==> src/rtl/pli_pkg.sv <==
package pli_pkg;

  localparam int TABLE_DEPTH = 16;
  localparam int IDX_W       = $clog2(TABLE_DEPTH);
  localparam int CNT_W       = $clog2(TABLE_DEPTH + 1);
  localparam int DATA_W      = 16;
  localparam int CFG_W       = 5;
  localparam int STEP_W      = $clog2(DATA_W);

  localparam logic FUNC_LOAD    = 1'b0;
  localparam logic FUNC_CONVERT = 1'b1;

  // Search token that walks along the row of point cells.
  typedef struct packed {
    logic [DATA_W-1:0] query;
    logic              done;     // segment or clamp already decided
    logic              direct;   // r_cmd is the final answer
    logic [DATA_W-1:0] r_cmd;    // final answer, or lower command of the segment
    logic [DATA_W-1:0] lo_meas;
    logic [DATA_W-1:0] hi_cmd;
    logic [DATA_W-1:0] hi_meas;
  } srch_t;

endpackage

==> src/rtl/pli_cell.sv <==
module pli_cell (
  input  logic                       clk,
  input  logic                       rst,
  input  logic                       wr_en,
  input  logic [pli_pkg::DATA_W-1:0] wr_cmd,
  input  logic [pli_pkg::DATA_W-1:0] wr_meas,
  input  logic [pli_pkg::CNT_W-1:0]  cell_index,
  input  logic                       is_first,
  input  logic [pli_pkg::CNT_W-1:0]  n_active,
  input  logic [pli_pkg::DATA_W-1:0] prev_cmd,
  input  logic [pli_pkg::DATA_W-1:0] prev_meas,
  input  logic                       tok_in_valid,
  input  pli_pkg::srch_t             tok_in,
  output logic [pli_pkg::DATA_W-1:0] cur_cmd,
  output logic [pli_pkg::DATA_W-1:0] cur_meas,
  output logic                       tok_out_valid,
  output pli_pkg::srch_t             tok_out
);
  import pli_pkg::*;

  srch_t tok_next;

  // The cell's own calibration point.
  always_ff @(posedge clk) begin
    if (wr_en) begin
      cur_cmd  <= wr_cmd;
      cur_meas <= wr_meas;
    end
  end

  // The first cell clamps below the table; every other cell closes the
  // segment that ends at its own point, or clamps past the last point in use.
  always_comb begin
    tok_next = tok_in;
    if (!tok_in.done) begin
      if (is_first) begin
        if (cur_meas > tok_in.query) begin
          tok_next.done   = 1'b1;
          tok_next.direct = 1'b1;
          tok_next.r_cmd  = cur_cmd;
        end
      end else if (cell_index >= n_active) begin
        tok_next.done   = 1'b1;
        tok_next.direct = 1'b1;
        tok_next.r_cmd  = prev_cmd;
      end else if (cur_meas >= tok_in.query) begin
        tok_next.done    = 1'b1;
        tok_next.direct  = 1'b0;
        tok_next.r_cmd   = prev_cmd;
        tok_next.lo_meas = prev_meas;
        tok_next.hi_cmd  = cur_cmd;
        tok_next.hi_meas = cur_meas;
      end
    end
  end

  always_ff @(posedge clk) begin
    if (rst) begin
      tok_out_valid <= 1'b0;
    end else begin
      tok_out_valid <= tok_in_valid;
    end
  end

  always_ff @(posedge clk) begin
    tok_out <= tok_next;
  end

endmodule

==> src/rtl/pli_div.sv <==
module pli_div (
  input  logic                       clk,
  input  logic                       rst,
  input  logic                       start,
  input  pli_pkg::srch_t             seg,
  output logic                       done,
  output logic [pli_pkg::DATA_W-1:0] result
);
  import pli_pkg::*;

  localparam logic [1:0] D_IDLE = 2'd0;
  localparam logic [1:0] D_MUL  = 2'd1;
  localparam logic [1:0] D_DIV  = 2'd2;
  localparam logic [1:0] D_OUT  = 2'd3;

  logic [1:0]          state;
  logic [DATA_W-1:0]   dx;
  logic [DATA_W-1:0]   mag;
  logic                neg;
  logic [DATA_W-1:0]   base;
  logic [DATA_W-1:0]   span;
  logic [DATA_W-1:0]   rem;
  logic [DATA_W-1:0]   quo;
  logic [STEP_W-1:0]   step;
  logic [2*DATA_W-1:0] prod;
  logic [DATA_W:0]     trial;
  logic                fits;

  assign prod  = dx * mag;
  assign trial = {rem, quo[DATA_W-1]};
  assign fits  = trial >= {1'b0, span};

  always_ff @(posedge clk) begin
    if (rst) begin
      state <= D_IDLE;
      done  <= 1'b0;
    end else begin
      done <= (state == D_OUT);
      case (state)
        D_IDLE: begin
          if (start) begin
            state <= D_MUL;
          end
        end
        D_MUL: begin
          state <= D_DIV;
        end
        D_DIV: begin
          if (step == STEP_W'(DATA_W - 1)) begin
            state <= D_OUT;
          end
        end
        D_OUT: begin
          state <= D_IDLE;
        end
        default: begin
          state <= D_IDLE;
        end
      endcase
    end
  end

  // Magnitude product, restoring division one quotient bit per cycle, then
  // the sign is applied so that the quotient truncates toward zero.
  always_ff @(posedge clk) begin
    case (state)
      D_IDLE: begin
        dx   <= seg.query - seg.lo_meas;
        neg  <= seg.hi_cmd < seg.r_cmd;
        mag  <= (seg.hi_cmd < seg.r_cmd) ? seg.r_cmd - seg.hi_cmd
                                         : seg.hi_cmd - seg.r_cmd;
        base <= seg.r_cmd;
        span <= seg.hi_meas - seg.lo_meas;
      end
      D_MUL: begin
        rem  <= prod[2*DATA_W-1:DATA_W];
        quo  <= prod[DATA_W-1:0];
        step <= '0;
      end
      D_DIV: begin
        rem  <= fits ? DATA_W'(trial - {1'b0, span}) : trial[DATA_W-1:0];
        quo  <= {quo[DATA_W-2:0], fits};
        step <= step + 1'b1;
      end
      D_OUT: begin
        result <= neg ? base - quo : base + quo;
      end
      default: begin
      end
    endcase
  end

  assert property (@(posedge clk) disable iff (rst) done |-> $past(state) == D_OUT)
    else $error("divider finished without passing its last step");
  assert property (@(posedge clk) disable iff (rst)
    (state == D_DIV) |-> (rem < span))
    else $error("division remainder not below the divisor");

endmodule

==> src/rtl/piecewise_linear_inverse_map.sv <==
// Piecewise-linear inverse map. A load beat (func 0) writes one calibration
// point into the cell for point_index and gives no result; a convert beat
// (func 1) maps query_value back to a command and gives one result beat on
// mapped_command. Each table slot sits in its own cell of a row of
// TABLE_DEPTH cells; a search token enters the first cell when the convert
// beat is taken and moves one cell per cycle, so the row has decided once
// the token leaves the last cell. A clamped result or a zero-width segment
// then goes straight to the output register. Otherwise the divider takes in
// the segment, forms the magnitude product, runs a restoring division and
// applies the sign, and the answer passes through res to the output
// register. A load leaves the block ready for the next beat. The block works
// on one convert at a time; loads are taken while a finished result still
// waits on the output register, and a result that is still waiting there
// holds the next finished convert back until it is taken. points_in_use is
// written on its own channel, which is always ready. It must be written only
// while the block is idle; the block itself does not enforce this. Values
// below two act as two and values above the table depth act as the depth.
// Slots that are read before they have ever been loaded give undefined
// answers.
module piecewise_linear_inverse_map (
  input  logic                       clk,
  input  logic                       rst,
  input  logic                       in_valid,
  output logic                       in_ready,
  input  logic                       func,
  input  logic [pli_pkg::IDX_W-1:0]  point_index,
  input  logic [pli_pkg::DATA_W-1:0] point_command,
  input  logic [pli_pkg::DATA_W-1:0] point_measured,
  input  logic [pli_pkg::DATA_W-1:0] query_value,
  output logic                       out_valid,
  input  logic                       out_ready,
  output logic [pli_pkg::DATA_W-1:0] mapped_command,
  input  logic                       cfg_valid,
  output logic                       cfg_ready,
  input  logic [pli_pkg::CFG_W-1:0]  points_in_use
);
  import pli_pkg::*;

  localparam logic [1:0] S_IDLE = 2'd0;
  localparam logic [1:0] S_SRCH = 2'd1;
  localparam logic [1:0] S_DIV  = 2'd2;
  localparam logic [1:0] S_DONE = 2'd3;

  logic [1:0]        state;
  logic [CFG_W-1:0]  pts_cfg;
  logic [CNT_W-1:0]  n_active;
  logic              in_beat;
  logic              conv_beat;
  srch_t             tok_launch;
  logic [DATA_W-1:0] res;

  logic [DATA_W-1:0] cmd_q  [TABLE_DEPTH];
  logic [DATA_W-1:0] meas_q [TABLE_DEPTH];
  srch_t             tok    [TABLE_DEPTH];
  logic [TABLE_DEPTH-1:0] tok_v;

  srch_t             tail;
  logic              tail_direct;
  logic              div_start;
  logic              div_done;
  logic [DATA_W-1:0] div_res;

  assign cfg_ready = 1'b1;
  assign in_ready  = (state == S_IDLE);
  assign in_beat   = in_valid && in_ready;
  assign conv_beat = in_beat && (func == FUNC_CONVERT);

  always_ff @(posedge clk) begin
    if (rst) begin
      pts_cfg <= CFG_W'(2);
    end else if (cfg_valid && cfg_ready) begin
      pts_cfg <= points_in_use;
    end
  end

  // Number of points that take part, clamped to the legal range.
  always_comb begin
    if (pts_cfg < CFG_W'(2)) begin
      n_active = CNT_W'(2);
    end else if (int'(pts_cfg) > TABLE_DEPTH) begin
      n_active = CNT_W'(TABLE_DEPTH);
    end else begin
      n_active = CNT_W'(pts_cfg);
    end
  end

  always_comb begin
    tok_launch         = '0;
    tok_launch.query   = query_value;
  end

  genvar k;
  generate
    for (k = 0; k < TABLE_DEPTH; k++) begin : g_cell
      logic [DATA_W-1:0] p_cmd;
      logic [DATA_W-1:0] p_meas;
      logic              t_v;
      srch_t             t_in;

      if (k == 0) begin : g_head
        assign p_cmd  = '0;
        assign p_meas = '0;
        assign t_v    = conv_beat;
        assign t_in   = tok_launch;
      end else begin : g_body
        assign p_cmd  = cmd_q[k-1];
        assign p_meas = meas_q[k-1];
        assign t_v    = tok_v[k-1];
        assign t_in   = tok[k-1];
      end

      pli_cell u_cell (
        .clk          (clk),
        .rst          (rst),
        .wr_en        (in_beat && (func == FUNC_LOAD) && (point_index == IDX_W'(k))),
        .wr_cmd       (point_command),
        .wr_meas      (point_measured),
        .cell_index   (CNT_W'(k)),
        .is_first     (k == 0),
        .n_active     (n_active),
        .prev_cmd     (p_cmd),
        .prev_meas    (p_meas),
        .tok_in_valid (t_v),
        .tok_in       (t_in),
        .cur_cmd      (cmd_q[k]),
        .cur_meas     (meas_q[k]),
        .tok_out_valid(tok_v[k]),
        .tok_out      (tok[k])
      );
    end
  endgenerate

  // A token that left the row undecided means every point is in use and the
  // query lies past the last one.
  assign tail = tok[TABLE_DEPTH-1];
  assign tail_direct = !tail.done || tail.direct || (tail.hi_meas == tail.lo_meas);
  assign div_start = (state == S_SRCH) && tok_v[TABLE_DEPTH-1] && !tail_direct;

  pli_div u_div (
    .clk   (clk),
    .rst   (rst),
    .start (div_start),
    .seg   (tail),
    .done  (div_done),
    .result(div_res)
  );

  always_ff @(posedge clk) begin
    if (rst) begin
      state <= S_IDLE;
    end else begin
      case (state)
        S_IDLE: begin
          if (conv_beat) begin
            state <= S_SRCH;
          end
        end
        S_SRCH: begin
          if (tok_v[TABLE_DEPTH-1]) begin
            state <= tail_direct ? S_DONE : S_DIV;
          end
        end
        S_DIV: begin
          if (div_done) begin
            state <= S_DONE;
          end
        end
        S_DONE: begin
          if (!out_valid || out_ready) begin
            state <= S_IDLE;
          end
        end
        default: begin
          state <= S_IDLE;
        end
      endcase
    end
  end

  // The output register is loaded when a finished convert finds it free or
  // being emptied in the same cycle; otherwise a taken beat empties it.
  always_ff @(posedge clk) begin
    if (rst) begin
      out_valid <= 1'b0;
    end else if (state == S_DONE && (!out_valid || out_ready)) begin
      out_valid <= 1'b1;
    end else if (out_ready) begin
      out_valid <= 1'b0;
    end
  end

  always_ff @(posedge clk) begin
    if (state == S_SRCH && tok_v[TABLE_DEPTH-1]) begin
      res <= tail.done ? tail.r_cmd : cmd_q[TABLE_DEPTH-1];
    end else if (state == S_DIV && div_done) begin
      res <= div_res;
    end
    if (state == S_DONE && (!out_valid || out_ready)) begin
      mapped_command <= res;
    end
  end

  assert property (@(posedge clk) disable iff (rst) $onehot0(tok_v))
    else $error("more than one search token in the cell row");
  assert property (@(posedge clk) disable iff (rst) in_ready |-> (tok_v == '0))
    else $error("block ready while a search token is still in the row");
  assert property (@(posedge clk) disable iff (rst) div_done |-> (state == S_DIV))
    else $error("divider result arrived outside the division phase");
  assert property (@(posedge clk) disable iff (rst)
    (state == S_DONE && out_valid && !out_ready) |=> (state == S_DONE))
    else $error("result overwrote a beat not yet taken");

endmodule

==> config.mk <==
export PLATFORM = sky130hd
export DESIGN_NAME = piecewise_linear_inverse_map
export DESIGN_NICKNAME = d
export VERILOG_FILES = /design/src/rtl/pli_pkg.sv /design/src/rtl/pli_cell.sv /design/src/rtl/pli_div.sv /design/src/rtl/piecewise_linear_inverse_map.sv
export SDC_FILE = /design/constraint.sdc
export NUM_CORES = 2
export LEC_CHECK = 0
export ABC_AREA = 1
export BUFFER_PORTS_ARGS = -buffer_cell sky130_fd_sc_hd__buf_2
export CAP_MARGIN = 10
export CELL_PAD_IN_SITES_DETAIL_PLACEMENT = 1
export CELL_PAD_IN_SITES_GLOBAL_PLACEMENT = 1
export CORE_AREA = 5 5 427 429
export DETAILED_ROUTE_END_ITERATION = 8
export DIE_AREA = 0 0 432 434
export MAX_ROUTING_LAYER = met4
export PLACE_DENSITY_LB_ADDON = 0.1
export SLEW_MARGIN = 20
export SYNTH_ARGS = -nofsm -noshare
export SYNTH_HDL_FRONTEND = slang
export SYNTH_SLANG_ARGS = --single-unit
==> constraint.sdc <==
create_clock -name clk -period 5.95 [get_ports clk]
set_clock_uncertainty 0.1 [all_clocks]
set_input_delay 1.19 -clock clk [delete_from_list [all_inputs] [get_ports clk]]
set_output_delay 1.19 -clock clk [all_outputs]
set_load 0.01 [all_outputs]
==> out/qor.yml <==
cts_tree: "built"
cp_max_fo: 9
drt_iter0_markers: 2452
dr.pass1.iters: 5
die_y_um: 434
yosys_warnings: 0
routed_wl_um: 209000
antenna_left: 0
start_kind: "flip-flop"
die-width_um: 432
period_needed_ns: 5.66
min_from: "g_cell[8].u_cell.tok_out[71]$_DFF_P_"
placementRows: 155
drive_above_1_share_pct: 6.67
grt_usage_pct: 23.1
grt_pass1_wl_um: 333000
netlist_top_cells_count: "nand2_1 (2526), dfxtp_1 (1290), inv_1 (1218), nand3_1 (777), edfxtp_1 (661)"
rr_worst_depth: 24
relSlewSlack_pct: 29.4
holdCritPathClass: "flip-flop to flip-flop"
worstHoldPathCells: 0
async_reset_ff_share_pct: 0
drc_errors: 0
setup.worst_path.end_class: "flip-flop"
synth_cells: 8752
final.period_utilization_pct: 95.1
setup.worst_path.end: "u_div.rem[2]$_DFFE_PP_"
start_util_pct: 45.8
antenna_found_initial: 1
nFillCells: 20107
slowest_stage: "edfxtp_1"
cp_cell_sequence: "buf_4 -> nand2_1 -> fa_1 -> inv_1 -> fa_1 -> inv_1 -> fa_1 -> inv_1 -> fa_1 -> fa_1 -> inv_1 -> fa_1 -> inv_1 -> ha_1 -> nand2_1 -> inv_1 -> nand2_1 -> nand2_1 -> buf_4 -> a21oi_1 -> nand2_1 -> xor2_1 -> nand2_1 -> nand2_1"
synth_area_leaders: "dfxtp_1 (32%), edfxtp_1 (24%), nand2_1 (12%), ha_1 (7.1%), inv_1 (5.6%)"
regToRegStartpoint: "u_div.mag[7]$_DFFE_PP_"
tns_ns: 0
grt_setup_unrepaired: "true"
synth_most_common_cell: "nand2_1"
cts_hold_buf: 0
critPathLaunch: "u_div.mag[7]$_DFFE_PP_"
coreArea_mm2: 0.178
syn-cell-area_mm2: 0.0815
cp.arrival_ns: 6.14
syn2layout_area_growth_pct: 12.3
clock.fmax_ghz: 0.177
gp_congestion: 0.878
grt_max_degree: 83
clk_pin_slew_ns: 0.06
ys.flop_type: "dfxtp_1"
r2r_end: "u_div.rem[2]$_DFFE_PP_"
insertion_delay_ns: 0.84
cp.required_ns: 6.43
yosys.area.top_type: "dfxtp_1"
whs_ns: 0.237
grt_pass1_vias: 60597
finalHoldViolCount: 0
cts_sinks: 1951
clockBufferDepth: 3
cts_buffers: 199
crit_type: "flip-flop to flip-flop"
h-tree-depth: 4
status: "finished, final reports clean"
grt_overflow: 0
ff2ff_setup_slack_ns: 0.29
ys_ff_latch: 1951
io_pins: 82
port_buffers: 80
dp_hpwl_um: 163000
setup_viol: 0
layout.nets: 9577
slowest_delay_ns: 0.58
drt-wirelength-per-cell_um: 18.4
report.final.slew_viol_count: 0
synth_edf_count: 661
ys_seq_area_share_pct: 56.0
die-area_mm2: 0.187
max_cap_violations: 0
dr_total_vias: 55718
crit_top_cell: "nand2_1"
vias_per_cell: 4.90
syn-num-nets: 9476
worst_pin_slew_ns: 1.06
synth_cell_type_count: 45
root_buffer: "clkbuf_16"
yosys.area.top_type_share_pct: 31.7
fin_util_pct: 51.5
syn_area_per_cell_um2: 9.31
## critical path, delay by kind of cell, from the launching register on
family | cells | cell delay (ns)
xor gates and xnor gates | 1 | 0.15
DFF | 1 | 0.58
adders and majority gates | 7 | 3.11
and+or+nand+nor | 7 | 0.60
buffers and inverters | 8 | 0.77
AOI/OAI and AO/OA | 1 | 0.13
## stage by stage
stage          area, µm²  setup WS [ns]  std cells
2_1_floorplan      81500          0.509       8752
3_3_place_gp       84600          0.158      10990
3_5_place_dp       84600          0.148      10990
4_1_cts            91200         0.0999      11364
5_1_grt            91500        -0.0152      11382
6_report           91500          0.291      11382
## area by class of cell
| class | count | area, µm² | share of cell area [%] |
|---|---|---|---|
| sequential | 1951 | 45700 | 49.9 |
| tap | 2355 | 2950 | 3.22 |
| clock inverter | 73 | 747 | 0.816 |
| inverter | 1245 | 4670 | 5.11 |
| multi-input combinational | 5255 | 30100 | 32.9 |
| timing repair buffer | 201 | 1430 | 1.57 |
| clock buffer | 301 | 5890 | 6.44 |
| antenna | 1 | 2.50 | 0.00273 |
## sequential cells by signal, summed over array words and instances, names as in the netlist, 2 cells and up
name / cells
u_div.state: 2
u_div.dx: 16
res: 16
mapped_command: 16
u_div.mag: 16
u_div.rem: 16
g_cell.u_cell.cur_meas: 256
u_div.quo: 16
g_cell.u_cell.tok_out_valid: 16
g_cell.u_cell.tok_out: 1263
pts_cfg: 5
state: 2
g_cell.u_cell.cur_cmd: 256
u_div.result: 16
u_div.span: 16
u_div.step: 4
u_div.base: 16
## layout by cell type (no fill, tap or decap), types with 58 or more instances in the layout
cell          n
nand2_1    2515
dfxtp_1    1290
inv_1      1218
nand3_1     775
edfxtp_1    661
ha_1        456
o21ai_0     433
a21oi_1     270
nor2_1      249
clkbuf_16   207
fa_1        200
buf_4       111
buf_2        80
xor2_1       64
clkbuf_1     58
## repair_timing
item | CTS | global route
buffers inserted | 0 | 13
gates resized for setup | 0 | 19
setup endpoints to repair | 0 | 20
hold endpoints to repair | 0 | 0
## cells by family after synthesis
| kind of cell | Yosys count | synth area share [%] |
|---|---|---|
| AND/OR/NAND/NOR | 3704 | 18.7 |
| flip-flops | 1951 | 56.0 |
| adder cells (fa/ha/maj) | 661 | 12.0 |
| XOR/XNOR | 85 | 0.913 |
| buffers and inverters | 1546 | 7.27 |
| AO/OA/AOI/OAI | 804 | 5.12 |
| other | 1 | 0.00460 |
## metal layers
metal  wire length, µm  vias up  track usage, %
met1             85300    26714            25.3
met5                 0        -               -
met2            112000      596            43.5
li1                  -    28069               -
met3              4690      339            2.58
met4              6630        0            7.40
## worst min-delay path by stage
stage	slack, ns	end
5_1_grt	0.24	g_cell[9].u_cell.tok_out[68]$_DFF_P_
3_5_place_dp	0.24	g_cell[15].u_cell.tok_out[72]$_DFF_P_
2_1_floorplan	0.23	g_cell[10].u_cell.tok_out[67]$_DFF_P_
6_report	0.24	g_cell[9].u_cell.tok_out[71]$_DFF_P_
3_3_place_gp	0.24	g_cell[15].u_cell.tok_out[72]$_DFF_P_
4_1_cts	0.24	g_cell[9].u_cell.tok_out[68]$_DFF_P_
Power is left out: the tool's default activity adds up to more than one toggle a clock period on the data nets, which glitch-free logic cannot reach.
